## config.mk

```make
export PLATFORM = sky130hd
export DESIGN_NAME = button_click_longclick_detector
export DESIGN_NICKNAME = d
export VERILOG_FILES = /design/src/rtl/bcld_pkg.sv /design/src/rtl/button_click_longclick_detector.sv /design/src/rtl/bcld_step.sv
export SDC_FILE = /design/constraint.sdc
export NUM_CORES = 1
export LEC_CHECK = 0
export BUFFER_PORTS_ARGS = -buffer_cell sky130_fd_sc_hd__buf_2
export CORE_AREA = 2 2 238 240
export CTS_CLUSTER_SIZE = 14
export DETAILED_ROUTE_END_ITERATION = 12
export DIE_AREA = 0 0 240 242
export PLACE_DENSITY = 0.59
export REMOVE_ABC_BUFFERS = 1
export SYNTH_ARGS = -nofsm -noshare
export SYNTH_HDL_FRONTEND = slang
export SYNTH_HIERARCHICAL = 1
export SYNTH_SLANG_ARGS = --single-unit
```

## constraint.sdc

```tcl
create_clock -name clk -period 11.43 [get_ports clk]
set_clock_uncertainty 0.15 [all_clocks]
set_input_delay 2.286 -clock clk [delete_from_list [all_inputs] [get_ports clk]]
set_output_delay 2.286 -clock clk [all_outputs]
set_load 0.05 [all_outputs]
```

## src/rtl/bcld_pkg.sv

```systemverilog
`timescale 1ns / 1ps
// ----------------------------------------------------------------------------
// bcld_pkg
// Shared types and register codes of the button click / long-click detector.
// ----------------------------------------------------------------------------
package bcld_pkg;

  localparam int CfgWidth   = 16;
  localparam int CfgIdxW    = 2;
  localparam int IdxWidth   = 3;
  localparam int MaskWidth  = 8;

  typedef enum logic [CfgIdxW-1:0] {
    REG_PUSH_QUALIFY = 2'd0,
    REG_CLICK_MIN    = 2'd1,
    REG_LONG_CLICK   = 2'd2,
    REG_ENABLE_MASK  = 2'd3
  } cfg_reg_t;

  typedef struct packed {
    logic [IdxWidth-1:0] button_index;
    logic                pin_level;
  } in_word_t;

  typedef struct packed {
    logic [IdxWidth-1:0] event_button;
    logic                click_event;
    logic                long_click_event;
  } out_word_t;

  typedef struct packed {
    logic long_pend;
    logic click_pend;
    logic acted;
    logic held;
  } flags_t;

  typedef struct packed {
    logic [CfgWidth-1:0]  push_qualify_ticks;
    logic [CfgWidth-1:0]  click_min_ticks;
    logic [CfgWidth-1:0]  long_click_ticks;
    logic [MaskWidth-1:0] button_enable_mask;
  } cfg_t;

endpackage

```

## src/rtl/button_click_longclick_detector.sv

```systemverilog
`timescale 1ns / 1ps
// ----------------------------------------------------------------------------
// button_click_longclick_detector
// Debounced click and long-click detection for up to NUM_BUTTONS buttons,
// per-button state in a synchronous memory with read-modify-write.
// ----------------------------------------------------------------------------
// Pipeline: s1 and output registers; 1 word per cycle unless out_stall holds.
// State is read on accept and written back as the word leaves s1, with a
//   bypass when consecutive words hit the same button.
// Reset: synchronous rst_n clears control state, config to defaults and all
//   per-entry valid bits, so every button entry reads as zero.
module button_click_longclick_detector #(
  parameter int NUM_BUTTONS = 8,
  parameter int COUNT_WIDTH = 16
) (
  input  logic                            clk,
  input  logic                            rst_n,
  input  logic                            in_valid,
  output logic                            in_stall,
  input  bcld_pkg::in_word_t              in_word,
  output logic                            out_valid,
  input  logic                            out_stall,
  output bcld_pkg::out_word_t             out_word,
  input  logic                            cfg_we,
  input  logic [bcld_pkg::CfgIdxW-1:0]    cfg_index,
  input  logic [bcld_pkg::CfgWidth-1:0]   cfg_data
);
  import bcld_pkg::*;

  localparam int AW = (NUM_BUTTONS > 1) ? $clog2(NUM_BUTTONS) : 1;
  localparam int EW = 4 + 2 * COUNT_WIDTH;

  cfg_t                   cfg_r;
  logic [EW-1:0]          mem [NUM_BUTTONS];
  logic [NUM_BUTTONS-1:0] ent_vld_r;
  logic [EW-1:0]          rd_data_r;
  logic                   rd_vld_r;
  logic                   fwd_r;
  logic [EW-1:0]          fwd_data_r;

  logic                   s1_valid_r;
  in_word_t               s1_word_r;
  logic                   out_valid_r;
  out_word_t              out_word_r;

  logic                   advance;
  logic                   accept;
  logic [AW-1:0]          rd_addr;
  logic [AW-1:0]          wr_addr;
  logic                   wr_en;
  logic [EW-1:0]          wr_data;
  logic [EW-1:0]          entry;
  logic                   s1_en;

  flags_t                 fl_new;
  logic [COUNT_WIDTH-1:0] pc_new;
  logic [COUNT_WIDTH-1:0] hc_new;
  logic                   click_ev;
  logic                   long_ev;

  assign advance  = !out_valid_r || !out_stall;
  assign in_stall = s1_valid_r && !advance;
  assign accept   = in_valid && !in_stall;
  assign rd_addr  = AW'(in_word.button_index);
  assign wr_addr  = AW'(s1_word_r.button_index);

  assign s1_en = (32'(s1_word_r.button_index) < 32'(NUM_BUTTONS)) &&
                 cfg_r.button_enable_mask[s1_word_r.button_index];

  always_comb begin
    if (fwd_r) begin
      entry = fwd_data_r;
    end else if (rd_vld_r) begin
      entry = rd_data_r;
    end else begin
      entry = '0;
    end
  end

  bcld_step #(
    .COUNT_WIDTH (COUNT_WIDTH)
  ) u_step (
    .cfg       (cfg_r),
    .pressed   (!s1_word_r.pin_level),
    .flags_in  (flags_t'(entry[EW-1 -: 4])),
    .press_in  (entry[COUNT_WIDTH-1:0]),
    .hold_in   (entry[2*COUNT_WIDTH-1:COUNT_WIDTH]),
    .flags_out (fl_new),
    .press_out (pc_new),
    .hold_out  (hc_new),
    .click_ev  (click_ev),
    .long_ev   (long_ev)
  );

  assign wr_en   = s1_valid_r && s1_en && advance;
  assign wr_data = {fl_new, hc_new, pc_new};

  // state memory: one write and one registered read per cycle
  always_ff @(posedge clk) begin
    if (wr_en) begin
      mem[wr_addr] <= wr_data;
    end
    if (accept) begin
      rd_data_r  <= mem[rd_addr];
      fwd_data_r <= wr_data;
    end
  end

  always_ff @(posedge clk) begin
    if (!rst_n) begin
      ent_vld_r <= '0;
      rd_vld_r  <= 1'b0;
      fwd_r     <= 1'b0;
    end else begin
      if (wr_en) begin
        ent_vld_r[wr_addr] <= 1'b1;
      end
      if (accept) begin
        rd_vld_r <= ent_vld_r[rd_addr];
        // bypass the write-back landing on the entry being read
        fwd_r    <= wr_en && (wr_addr == rd_addr);
      end
    end
  end

  always_ff @(posedge clk) begin
    if (!rst_n) begin
      cfg_r.push_qualify_ticks <= CfgWidth'(3);
      cfg_r.click_min_ticks    <= CfgWidth'(2);
      cfg_r.long_click_ticks   <= CfgWidth'(100);
      cfg_r.button_enable_mask <= {MaskWidth{1'b1}};
    end else if (cfg_we) begin
      unique case (cfg_reg_t'(cfg_index))
        REG_PUSH_QUALIFY: cfg_r.push_qualify_ticks <= cfg_data;
        REG_CLICK_MIN:    cfg_r.click_min_ticks    <= cfg_data;
        REG_LONG_CLICK:   cfg_r.long_click_ticks   <= cfg_data;
        REG_ENABLE_MASK:  cfg_r.button_enable_mask <= cfg_data[MaskWidth-1:0];
        default: ;
      endcase
    end
  end

  always_ff @(posedge clk) begin
    if (!rst_n) begin
      s1_valid_r  <= 1'b0;
      out_valid_r <= 1'b0;
    end else begin
      if (accept) begin
        s1_valid_r <= 1'b1;
      end else if (advance) begin
        s1_valid_r <= 1'b0;
      end
      if (advance) begin
        out_valid_r <= s1_valid_r;
      end
    end
  end

  always_ff @(posedge clk) begin
    if (accept) begin
      s1_word_r <= in_word;
    end
    if (advance && s1_valid_r) begin
      out_word_r.event_button     <= s1_word_r.button_index;
      out_word_r.click_event      <= s1_en && click_ev;
      out_word_r.long_click_event <= s1_en && long_ev;
    end
  end

  assign out_valid = out_valid_r;
  assign out_word  = out_word_r;

`ifndef SYNTHESIS
  a_stall_needs_work: assert property (@(posedge clk) disable iff (!rst_n)
    in_stall |-> (s1_valid_r && out_valid_r))
    else $error("input stalled with no word in flight");

  a_fwd_after_write: assert property (@(posedge clk) disable iff (!rst_n)
    ($past(accept) && $past(wr_en) && ($past(wr_addr) == $past(rd_addr))) |-> fwd_r)
    else $error("same-entry write-back not bypassed");

  a_one_event: assert property (@(posedge clk) disable iff (!rst_n)
    out_valid_r |-> !(out_word_r.click_event && out_word_r.long_click_event))
    else $error("click and long click reported together");

  a_write_enabled_only: assert property (@(posedge clk) disable iff (!rst_n)
    wr_en |-> (s1_valid_r && s1_en))
    else $error("state written for a skipped button");
`endif

endmodule

```

## src/rtl/bcld_step.sv

```systemverilog
`timescale 1ns / 1ps
// ----------------------------------------------------------------------------
// bcld_step
// Per-tick update of one button entry: debounce, hold count and event flags.
// ----------------------------------------------------------------------------
module bcld_step #(
  parameter int COUNT_WIDTH = 16
) (
  input  bcld_pkg::cfg_t           cfg,
  input  logic                     pressed,
  input  bcld_pkg::flags_t         flags_in,
  input  logic [COUNT_WIDTH-1:0]   press_in,
  input  logic [COUNT_WIDTH-1:0]   hold_in,
  output bcld_pkg::flags_t         flags_out,
  output logic [COUNT_WIDTH-1:0]   press_out,
  output logic [COUNT_WIDTH-1:0]   hold_out,
  output logic                     click_ev,
  output logic                     long_ev
);
  import bcld_pkg::*;

  localparam int CmpW = (COUNT_WIDTH > CfgWidth) ? COUNT_WIDTH : CfgWidth;
  localparam logic [COUNT_WIDTH-1:0] CountMax = {COUNT_WIDTH{1'b1}};
  localparam logic [COUNT_WIDTH-1:0] CountOne = COUNT_WIDTH'(1);

  flags_t                 fl;
  logic [COUNT_WIDTH-1:0] pc;
  logic [COUNT_WIDTH-1:0] hc;
  logic                   released;

  always_comb begin
    fl       = flags_in;
    released = 1'b0;
    click_ev = 1'b0;
    long_ev  = 1'b0;
    pc = pressed ? ((press_in == CountMax) ? CountMax : press_in + CountOne) : '0;
    hc = hold_in;
    if (CmpW'(pc) >= CmpW'(cfg.push_qualify_ticks)) begin
      fl.held = 1'b1;
    end
    if (fl.held) begin
      if (pc != '0) begin
        hc = (hc == CountMax) ? CountMax : hc + CountOne;
      end else begin
        fl.held  = 1'b0;
        released = 1'b1;
      end
      if (!fl.acted && (CmpW'(hc) >= CmpW'(cfg.long_click_ticks))) begin
        fl.held      = 1'b0;
        fl.long_pend = 1'b1;
        fl.acted     = 1'b1;
      end
    end
    if (released) begin
      if (!fl.acted && (CmpW'(hc) >= CmpW'(cfg.click_min_ticks))) begin
        fl.click_pend = 1'b1;
      end
      hc       = '0;
      fl.acted = 1'b0;
    end
    // report only an event that stands alone
    if (!fl.held && fl.click_pend && !fl.long_pend) begin
      click_ev      = 1'b1;
      fl.click_pend = 1'b0;
    end else if (!fl.held && !fl.click_pend && fl.long_pend) begin
      long_ev      = 1'b1;
      fl.long_pend = 1'b0;
    end
    flags_out = fl;
    press_out = pc;
    hold_out  = hc;
  end

endmodule

```

# Word level (Yosys, flattened, before mapping)
# Memory sizes are Yosys's and may differ from the RTL's. A register that Yosys moved wholly into a read port is not among the register bits.
# Cells that the tools add are included.
[classes] n_bitwise=1 reduce_logical=32 n_addsub=2 eq_ne=6 n_mux=35 magnitude_cmp=6
[ops] op="16-bit two-way mux" n=7
[ops] op="36-bit two-way mux" n=2
[ops] op="16-bit >= comparator" n=3
[ops] op="16-bit by 1-bit adder with 16-bit output, second input constant" n=2
[ops] op="16-bit == test, second input constant" n=2
[ops] op="1-bit two-way mux" n=20
[ops] op="16-bit nonzero test" n=1
[ops] op="1-bit logical AND" n=15
[ops] op="1-bit logical NOT" n=9
[ops] op="3-bit by 4-bit < comparator with 1-bit output, second input constant" n=2
[ops] op="8-bit bitwise OR" n=1
[ops] op="2-bit AND reduction" n=4
[ops] op="1-bit binary-select mux with 3-bit select" n=2
[ops] op="2-bit two-way mux" n=3
[ops] op="2-bit == test, second input constant" n=2
[ops] op="1-bit demux with 3-bit select" n=1
[ops] op="3-bit == test" n=1
[ops] op="3-bit by 1-bit >= comparator with 1-bit output, second input constant" n=1
[ops] op="2-bit by 1-bit == test with 1-bit output, second input constant" n=1
[ops] op="2-bit logical NOT" n=1
[ops] op="2-bit nonzero test" n=1
[ops] op="1-bit logical OR" n=1
[totals] register_bits=113 in_bits=27 word_cells=98 mem_count=1 mem_bits_rw=288
[memory_table] memory="mem" words=8 word_bits=36 read_ports=1 rd_clocked_by_memory_dff=1 wr=1 line_no="button_click_longclick_detector.sv:34" text="logic [EW-1:0] mem [NUM_BUTTONS];"

# Longest topological paths before layout
# Gate-level depths: netlist of run 1.
[logic_depth] depth_word=22 ltp_mapped=28 depth_no_buf=24

# By module
# The synthesis of run 1 kept the hierarchy.
[modules_own_cells] mod="button_click_longclick_detector" seq_area_each_um2=12441.9 n_inst=1 area_each_um2=16201.8 cells_each=860
[modules_own_cells] mod="bcld_step" seq_area_each_um2=0.0 n_inst=1 area_each_um2=3050.4 cells_each=455

# Worst setup path before layout of run 1
# OpenSTA, ideal clock, no wires.
[synth_path] path_type="register -> register" from="register rd_vld_r" to="register fwd_data_r[34] (data pin)" required_time_ns=11.000 arrival_time_ns=6.058 path_slack_ns=4.942 stages_incl_launch_ff=27 path_cell_list="dfxtp_1 nor2b_1 clkbuf_1 clkbuf_1 a22o_1 and3_1 buf_2 nand4_1 clkbuf_1 a21oi_1 ha_1 a211oi_1 nor2_1 a2111oi_0 o211ai_1 nand2_1 buf_2 a21oi_1 a2bb2oi_1 ha_1 nand2_1 o21ai_0 a211oi_1 o31a_1 nor3b_1 a41o_1 a21boi_0"
[synth_rtl] item="start: declaration" line_no="button_click_longclick_detector.sv:37" text="logic rd_vld_r;"
[synth_rtl] item="start signal: assignment" line_no="button_click_longclick_detector.sv:119" text="rd_vld_r <= ent_vld_r[rd_addr];"
[synth_rtl] item="end signal: assignment" line_no="button_click_longclick_detector.sv:105" text="fwd_data_r <= wr_data;"
[synth_rtl] item="end: declaration" line_no="button_click_longclick_detector.sv:39" text="logic [EW-1:0] fwd_data_r;"

==> results of run 1 <==
==> worst max-delay path by stage <==
stage | start | endpoint | slack [ns] | cells past startpoint
final | rd_vld_r | mem[3][34] | 3.08 | 24
after floorplan | fwd_r | fwd_data_r[34] | 3.22 | 22
after CTS | rd_vld_r | mem[3][34] | 3.20 | 24
after global routing | rd_vld_r | mem[3][34] | 2.32 | 24
after detailed placement | rd_vld_r | mem[4][34] | 3.25 | 24
after global placement | rd_vld_r | mem[4][34] | 3.53 | 24
==> critical path, cell delays in order (launching register included) <==
cell and delay, ns:
sky130_fd_sc_hd__dfxtp_1 0.33, sky130_fd_sc_hd__nor2b_4 0.13, sky130_fd_sc_hd__buf_4 0.40, sky130_fd_sc_hd__a22o_1 0.36, sky130_fd_sc_hd__ha_1 0.33, sky130_fd_sc_hd__and4_4 0.33
sky130_fd_sc_hd__nand4_1 0.45, sky130_fd_sc_hd__a21oi_1 0.90, sky130_fd_sc_hd__ha_1 0.39, sky130_fd_sc_hd__nand4_1 0.09, sky130_fd_sc_hd__nor2_1 0.07, sky130_fd_sc_hd__a2111oi_0 0.53
sky130_fd_sc_hd__o211ai_1 0.18, sky130_fd_sc_hd__buf_4 0.24, sky130_fd_sc_hd__nand2_1 0.44, sky130_fd_sc_hd__nand2_4 0.24, sky130_fd_sc_hd__mux2_2 0.33, sky130_fd_sc_hd__ha_1 0.27
sky130_fd_sc_hd__o21ai_0 0.06, sky130_fd_sc_hd__o21ai_0 0.18, sky130_fd_sc_hd__a211oi_1 0.11, sky130_fd_sc_hd__o31a_1 0.29, sky130_fd_sc_hd__nor3b_1 0.26, sky130_fd_sc_hd__a41o_1 0.25
sky130_fd_sc_hd__a21boi_0 0.71
==> kinds of logic after synthesis <==
logic type	synth area share [%]
DFF	64.6
and+or+nand+nor	7.73
AOI/OAI and AO/OA	9.11
buffers and inverters	3.13
muxes	11.6
adders and majority gates	3.25
xor gates and xnor gates	0.591
==> cell usage in the layout, fill, tap and decap left out, types with 6 or more instances in the layout <==
master,netlist,final
sky130_fd_sc_hd__nor3_2,0,7
sky130_fd_sc_hd__nor2_1,24,24
sky130_fd_sc_hd__ha_1,50,50
sky130_fd_sc_hd__o21a_1,12,12
sky130_fd_sc_hd__mux4_2,76,76
sky130_fd_sc_hd__o31ai_1,6,6
sky130_fd_sc_hd__a211oi_1,9,9
sky130_fd_sc_hd__nor3_1,19,12
sky130_fd_sc_hd__inv_1,57,57
sky130_fd_sc_hd__edfxtp_1,369,369
sky130_fd_sc_hd__nand2_1,141,141
sky130_fd_sc_hd__a2bb2oi_1,24,24
sky130_fd_sc_hd__buf_2,16,31
sky130_fd_sc_hd__buf_4,2,21
sky130_fd_sc_hd__nand3_1,31,31
sky130_fd_sc_hd__a31oi_1,8,8
sky130_fd_sc_hd__nand3b_1,6,6
sky130_fd_sc_hd__clkinv_2,0,9
sky130_fd_sc_hd__nand4_1,19,19
sky130_fd_sc_hd__dfxtp_1,68,67
sky130_fd_sc_hd__a22o_1,37,37
sky130_fd_sc_hd__mux2_2,40,40
sky130_fd_sc_hd__bufinv_16,0,7
sky130_fd_sc_hd__a21oi_1,101,101
sky130_fd_sc_hd__and3_1,16,16
sky130_fd_sc_hd__nor4_1,8,8
sky130_fd_sc_hd__o21ai_0,17,17
sky130_fd_sc_hd__clkbuf_1,45,7
sky130_fd_sc_hd__clkbuf_16,0,46
sky130_fd_sc_hd__clkinv_1,1,10
sky130_fd_sc_hd__xor2_1,6,6
sky130_fd_sc_hd__xnor2_1,7,7
==> cell type report <==
type	instances	area [um2]
fill	5218	34000
sequential	437	12400
multi-input combinational	743	6250
clock buffer	53	1180
tap	756	946
clock inverter	33	364
timing repair buffer	52	313
inverter	59	221
==> state kept, by name (all words and copies together) (netlist names) <==
signal      count
fwd_data_r     36
out_word        5
mem           288
s1_valid_r      1
ent_vld_r       8
wr_addr         3
rd_vld_r        1
cfg_r          56
s1_word_r       1
out_valid       1
fwd_r           1
rd_data_r      36
==> routing by layer <==
layer	global-route usage (%)	share of wire [%]	vias up	routed length (um)
met3	2.16	4.2	62	1900
li1	-	-	5180	-
met5	0	0	-	0
met4	5.13	2.2	0	1020
met1	21.0	45	5803	20500
met2	26.1	48	267	21900
==> per-stage QoR <==
step | total power [mW] | area, um2 | utilization, %
6_report | 3.58 | 21700 | 39.0
5_1_grt | 3.70 | 21700 | 39.0
4_1_cts | 3.62 | 21700 | 39.0
3_5_place_dp | 2.09 | 20200 | 36.2
3_3_place_gp | 2.09 | 20200 | 36.2
2_1_floorplan | 1.99 | 18900 | -
==> where the power goes <==
group	internal [mW]	switching, mW	total, mW
registers	1.78	0.0164	1.79
clock network	0.902	0.619	1.52
logic	0.0938	0.173	0.266
==> results by group, run 1 <==
Critical path
  • Worst setup slack for register-to-register paths: 3.08 ns
  • Element type at the critical path start: flip-flop
  • Register-to-Register Path Depth: 24
  • Reg-to-Reg End: mem[3][34]
  • Path type of the worst setup path: reg2reg
  • Largest fanout of any net on the critical path: 36
  • Required time reported for the critical path endpoint: 11.53 ns
  • Crit end category: flip-flop
  • Arr. time, crit path: 8.45 ns
  • Start of the worst register-to-register path: rd_vld_r

Floorplanning
  • I/O pins: 34
  • Total number of placement rows: 87
  • Core ar.: 55700 um2
  • Floorplan die height: 242 um
  • Initial Util: 34.5%
  • Die Span X: 240 um
  • Die area: 58100 um2

Synth
  • Area contributors post-synth: sky130_fd_sc_hd__edfxtp_1 (58%), sky130_fd_sc_hd__mux4_2 (8.9%), sky130_fd_sc_hd__dfxtp_1 (7.1%)
  • Top-area cell type share of the netlist area: 57.6%
  • Post-synth EDFFs: 369
  • Proportion of synthesized flip-flops having asynchronous set or reset: 0%
  • Mapped Avg Cell Area: 14.6 um2
  • Yosys warns: 6
  • Summed instance area of the synthesized netlist: 19300 um2
  • Dominant synthesized flop cell: sky130_fd_sc_hd__edfxtp_1
  • Number of different library cells in the post-synthesis netlist: 70
  • Post-synthesis instance total: 1315
  • Top cell type by total area after synthesis: sky130_fd_sc_hd__edfxtp_1
  • Commonest cells post-synth: sky130_fd_sc_hd__edfxtp_1 (369), sky130_fd_sc_hd__nand2_1 (141), sky130_fd_sc_hd__a21oi_1 (101), sky130_fd_sc_hd__mux4_2 (76), sky130_fd_sc_hd__dfxtp_1 (68)
  • Synth Register Bits: 437
  • Most common cell in the netlist: sky130_fd_sc_hd__edfxtp_1
  • Proportion of synthesized chip area in sequential cells: 64.6%

Hold path
  • Cell depth of the worst hold path: 2
  • Hold Crit Endpoint: cfg_r[49]
  • Worst min-delay path startpoint: cfg_r[49]
  • Hold/Removal Path Class: reg2reg

Layout
  • Fraction of final layout cells sized beyond drive strength 1: 19.4%
  • Post-layout instance count excluding filler cells: 2133
  • Final Net Count: 1416
  • Area growth from synthesis to final layout: 12.8%
  • Antenna diode instance count: 0

Global route
  • Aggregate global-route resource usage: 15.6%
  • Number of global-route vias before repair: 11500
  • Number of antenna violations at the first check in global routing: 0
  • Global-route wire length before repair: 69200 um
  • Maximum number of pins on one net before global-route repair: 45
  • GR Overflow Total: 0

Timing
  • Post-route setup TNS: 0 ns
  • Final critical-path required period: 8.35 ns
  • Total setup violations reported at the end of the flow: 0
  • Slew at the pin closest to its max-slew limit: 1.24 ns
  • Min Hold Slack: 0.303 ns
  • Number of pins with negative max-slew slack in the final report: 0
  • Max transition margin: 16.5%
  • Max Clock Freq: 0.120 GHz
  • Setup repair after global routing missed its margin: false
  • Crit share post-route: 73.1%
  • Count of endpoints failing hold in the final timing report: 0
  • Worst setup margin: 3.08 ns

Job
  • # Max-Cap Violations: 0

Drt
  • Wire length per cell after detailed routing: 21.3 um
  • Total wirelength of the detailed-routed design: 45400 um
  • Drc violations: 0
  • Post-DRT Antenna Nets: 0
  • Via count: 11300
  • Detailed-routing iteration count for the pre-antenna-repair pass: 6
  • Number of design-rule violations left by the first detailed-router iteration: 986
  • Via count normalized by instance count: 5.30

Outcome
  • Outcome: finished clean

Clock network
  • CTS clock-pin slew for the worst setup and hold paths: 0.06 ns
  • Maximum clock insertion buffer count: 3
  • Root buffer cell: sky130_fd_sc_hd__clkbuf_16
  • Clock latency reported for the late side of the worst-skew pair: 0.59 ns
  • Post-CTS setup repair buffer count: 0
  • Number of buffers created by CTS: 46
  • CTS-repair resized insts: 0
  • Clock tree from TritonCTS: built
  • Number of sinks handled by clock tree synthesis: 437
  • Hold buffers post-CTS: 0
  • Depth of the CTS H-tree: 2

Pwr
  • Pwr per Cell Area: 165 nW/um2
  • Maximum resistive drop on vdd: 0.102 mV
  • Leakage: 7.36 nW

Placed design
  • Placed instance count: 2047
  • Routability cong.: 0.836
  • Worst slack after detailed placement: 3.25 ns
  • DPL Wire Length: 27100 um
  • Quantity of I/O buffers inserted on ports: 33
(Power assumes the default switching activity.)
==> run 2, diff against run 1 <==
- clock period: 11.43 -> 8.28 ns (I/O delays scaled with it)
==> results by group, run 2 (synthesis gave the netlist of run 1 again) <==
Outcome
  • Outcome: finished clean

Placed design
  • Post-detailed-placement cell area: 20300 um2 (+0.48%)
  • Quantity of I/O buffers inserted on ports: 33 (unchanged)
  • Routability cong.: 0.934 (+12%)
  • DPL Wire Length: 27500 um (+1.3%)
  • Worst slack after detailed placement: 0.429 ns (-2.82 ns)

Global route
  • Number of global-route vias before repair: 11400 (-0.88%)
  • GR Overflow Total: 0 (unchanged)
  • Global-route wire length before repair: 69300 um (about the same)
  • Maximum number of pins on one net before global-route repair: 43 (-4.4%)
  • Met1 Usage GRT: 20.6% (-0.42 points)
  • GR Layer Usage met3: 2.24% (+0.080 points)
  • Number of antenna violations at the first check in global routing: 1 (+1)
  • Met2 track demand over resource: 26.5% (+0.45 points)
  • Global-route layer with the greatest usage: met2
  • Aggregate global-route resource usage: 15.6% (about the same)

Critical path
  • Largest fanout of any net on the critical path: 19 (-47%)
  • Register-to-Register Path Depth: 22 (-8.3%)
  • Required time reported for the critical path endpoint: 8.44 ns (-3.09 ns)
  • Reg-to-Reg End: mem[4][34]
  • Element type at the critical path start: flip-flop
  • Worst setup slack for register-to-register paths: 0.69 ns (-2.39 ns)
  • Kind of cell adding the most delay to the critical path: compound AO/OA/AOI/OAI gates
  • Start of the worst register-to-register path: fwd_r
  • Longest individual stage delay on the worst path: 0.63 ns (-0.27 ns)
  • Critical path's slowest cell: sky130_fd_sc_hd__a21oi_1
  • Total buffers and inverters traversed by the critical path: 0 (-2)
  • Cell occurring most often along the worst timing path: sky130_fd_sc_hd__ha_1
  • Path type of the worst setup path: reg2reg
  • Arr. time, crit path: 7.75 ns (-0.70 ns)
  • Crit end category: flip-flop
  • Chain of cells forming the critical path: nor2b_4 > a22o_1 > ha_1 > and4_4 > nand4_1 > a21oi_1 > ha_1 > a211oi_1 > nor2_1 > a2111oi_0 > o211ai_1 > nand2_1 > nand2_4 > mux2_2 > ha_1 > o21ai_0 > o21ai_0 > a211oi_1 > o31a_1 > nor3b_1 > a41o_1 > a21boi_1

Clock network
  • Maximum clock insertion buffer count: 3 (unchanged)
  • Clock tree from TritonCTS: built
  • Depth of the CTS H-tree: 2 (unchanged)
  • Number of sinks handled by clock tree synthesis: 437 (unchanged)
  • Root buffer cell: sky130_fd_sc_hd__clkbuf_16
  • Clock latency reported for the late side of the worst-skew pair: 0.59 ns (about the same)
  • CTS clock-pin slew for the worst setup and hold paths: 0.06 ns (about the same)
  • Number of buffers created by CTS: 46 (unchanged)

Hold path
  • Worst min-delay path startpoint: cfg_r[12]
  • Hold Crit Endpoint: cfg_r[12]
  • Hold/Removal Path Class: reg2reg
  • Cell depth of the worst hold path: 2 (unchanged)

Floorplanning
  • I/O pins: 34 (unchanged)
  • Total number of placement rows: 87 (unchanged)
  • Core ar.: 55700 um2 (unchanged)
  • Initial Util: 34.5% (unchanged)
  • Die area: 58100 um2 (unchanged)
  • Floorplan die height: 242 um (unchanged)
  • Die Span X: 240 um (unchanged)

Layout
  • Fraction of final layout cells sized beyond drive strength 1: 20.5% (+1.1 points)
  • Finished Cell Area: 21900 um2 (+0.65%)
  • Registers with the most flip-flops: mem: 288 flops, cfg_r: 56 flops
  • Final Net Count: 1429 (+0.92%)
  • Most frequent standard cell in the layout excluding fill and tap cells: sky130_fd_sc_hd__edfxtp_1
  • Number of flip-flops in the largest register: 288 (unchanged)
  • Top register by number of flip-flops: mem
  • Highest-count cells in the layout ignoring fill and taps: sky130_fd_sc_hd__edfxtp_1 (369), sky130_fd_sc_hd__nand2_1 (141), sky130_fd_sc_hd__a21oi_1 (101)
  • Antenna diode instance count: 0 (unchanged)
  • Area growth from synthesis to final layout: 13.6%

Timing
  • Slew at the pin closest to its max-slew limit: 1.12 ns (-0.120 ns)
  • Crit share post-route: 91.7% (+19 points)
  • Max Clock Freq: 0.132 GHz (+10%)
  • Max transition margin: 25.2% (+8.7 points)
  • Final critical-path required period: 7.59 ns (-0.761 ns)
  • Setup repair after global routing missed its margin: false
  • Number of pins with negative max-slew slack in the final report: 0 (unchanged)
  • Count of endpoints failing hold in the final timing report: 0 (unchanged)
  • Total setup violations reported at the end of the flow: 0 (unchanged)
  • Post-route setup TNS: 0 ns (unchanged)
  • Worst setup margin: 0.689 ns (-2.39 ns)

Pwr
  • Pwr per Cell Area: 227 nW/um2 (+38%)
  • Maximum resistive drop on vdd: 0.162 mV (+58%)
  • Leakage: 7.46 nW (+1.3%)

Drt
  • Via count: 11400 (+0.81%)
  • Total wirelength of the detailed-routed design: 45200 um (-0.31%)
  • Number of design-rule violations left by the first detailed-router iteration: 1280 (+30%)
  • Wire length per cell after detailed routing: 21.1 um (-0.87%)
  • Drc violations: 0 (unchanged)
  • Post-DRT Antenna Nets: 0 (unchanged)
  • Detailed-routing iteration count for the pre-antenna-repair pass: 5 (-1)
  • Via count normalized by instance count: 5.32 (+0.25%)

Job
  • # Max-Cap Violations: 0 (unchanged)
[run 2: changes by cell type in the layout (fill, tap and decap cells not counted), sizes merged]
cell / delta
buf: +13
clkbuf: +9
clkinv: -9
bufinv: -1
clkinvlp: -1
inv: +1
[run 2: through the flow]
stage / power [mW] / hold WS, ns / cells / utilization [%]
floorplan: 2.75 / 0.284 / 1239 / -
global placement: 2.89 / 0.293 / 2060 / 36.4
finish: 4.97 / 0.307 / 2145 / 39.2
CTS: 5.02 / 0.309 / 2145 / 39.2
global route: 5.15 / 0.314 / 2145 / 39.2
detailed placement: 2.90 / 0.301 / 2060 / 36.4
[run 2: worst max-delay path by stage]
stage | startpoint | endpoint | slack [ns] | cells past startpoint
2_1_floorplan | fwd_r | fwd_data_r[34] | 0.07 | 22
3_3_place_gp | fwd_r | mem[6][34] | 0.78 | 22
3_5_place_dp | fwd_r | mem[6][34] | 0.43 | 22
4_1_cts | fwd_r | mem[4][34] | 0.40 | 22
5_1_grt | fwd_r | mem[2][34] | 0.10 | 22
6_report | fwd_r | mem[4][34] | 0.69 | 22
[run 2: cell type report]
type | count | area [um2]
fill | 5210 | 33900
clock inverter | 23 | 295
sequential | 437 | 12400
clock buffer | 62 | 1280
multi-input combinational | 743 | 6260
timing repair buffer | 65 | 410
inverter | 59 | 221
tap | 756 | 946
[run 2: per-layer routing]
metal / part of all wire, % / vias up / wire length, um
met4: 2.6 / 2 / 1170
met5: 0.029 / - / 13
met2: 50 / 301 / 22400
met1: 43 / 5822 / 19500
met3: 4.5 / 85 / 2050
li1: - / 5194 / -
[run 2: tightest hold or removal path: cells and delay by family (launching register included)]
family / cells / cell delay, ns
flops: 1 / 0.31
simple gates: 1 / 0.05
compound gates: 1 / 0.05
[run 2: what timing repair did]
item / CTS / global route
resized for setup: 0 / 2
setup buffers: 0 / 0
hold buffers: 0 / 0
setup endpoints to repair: 0 / 9
[run 2: power by group]
part / switching, mW / internal (mW) / leakage (nW)
Clock: 0.842 / 1.28 / 0.781
Combinational: 0.237 / 0.134 / 2.65
Sequential: 0.0239 / 2.45 / 4.03
Total: 1.10 / 3.87 / 7.46
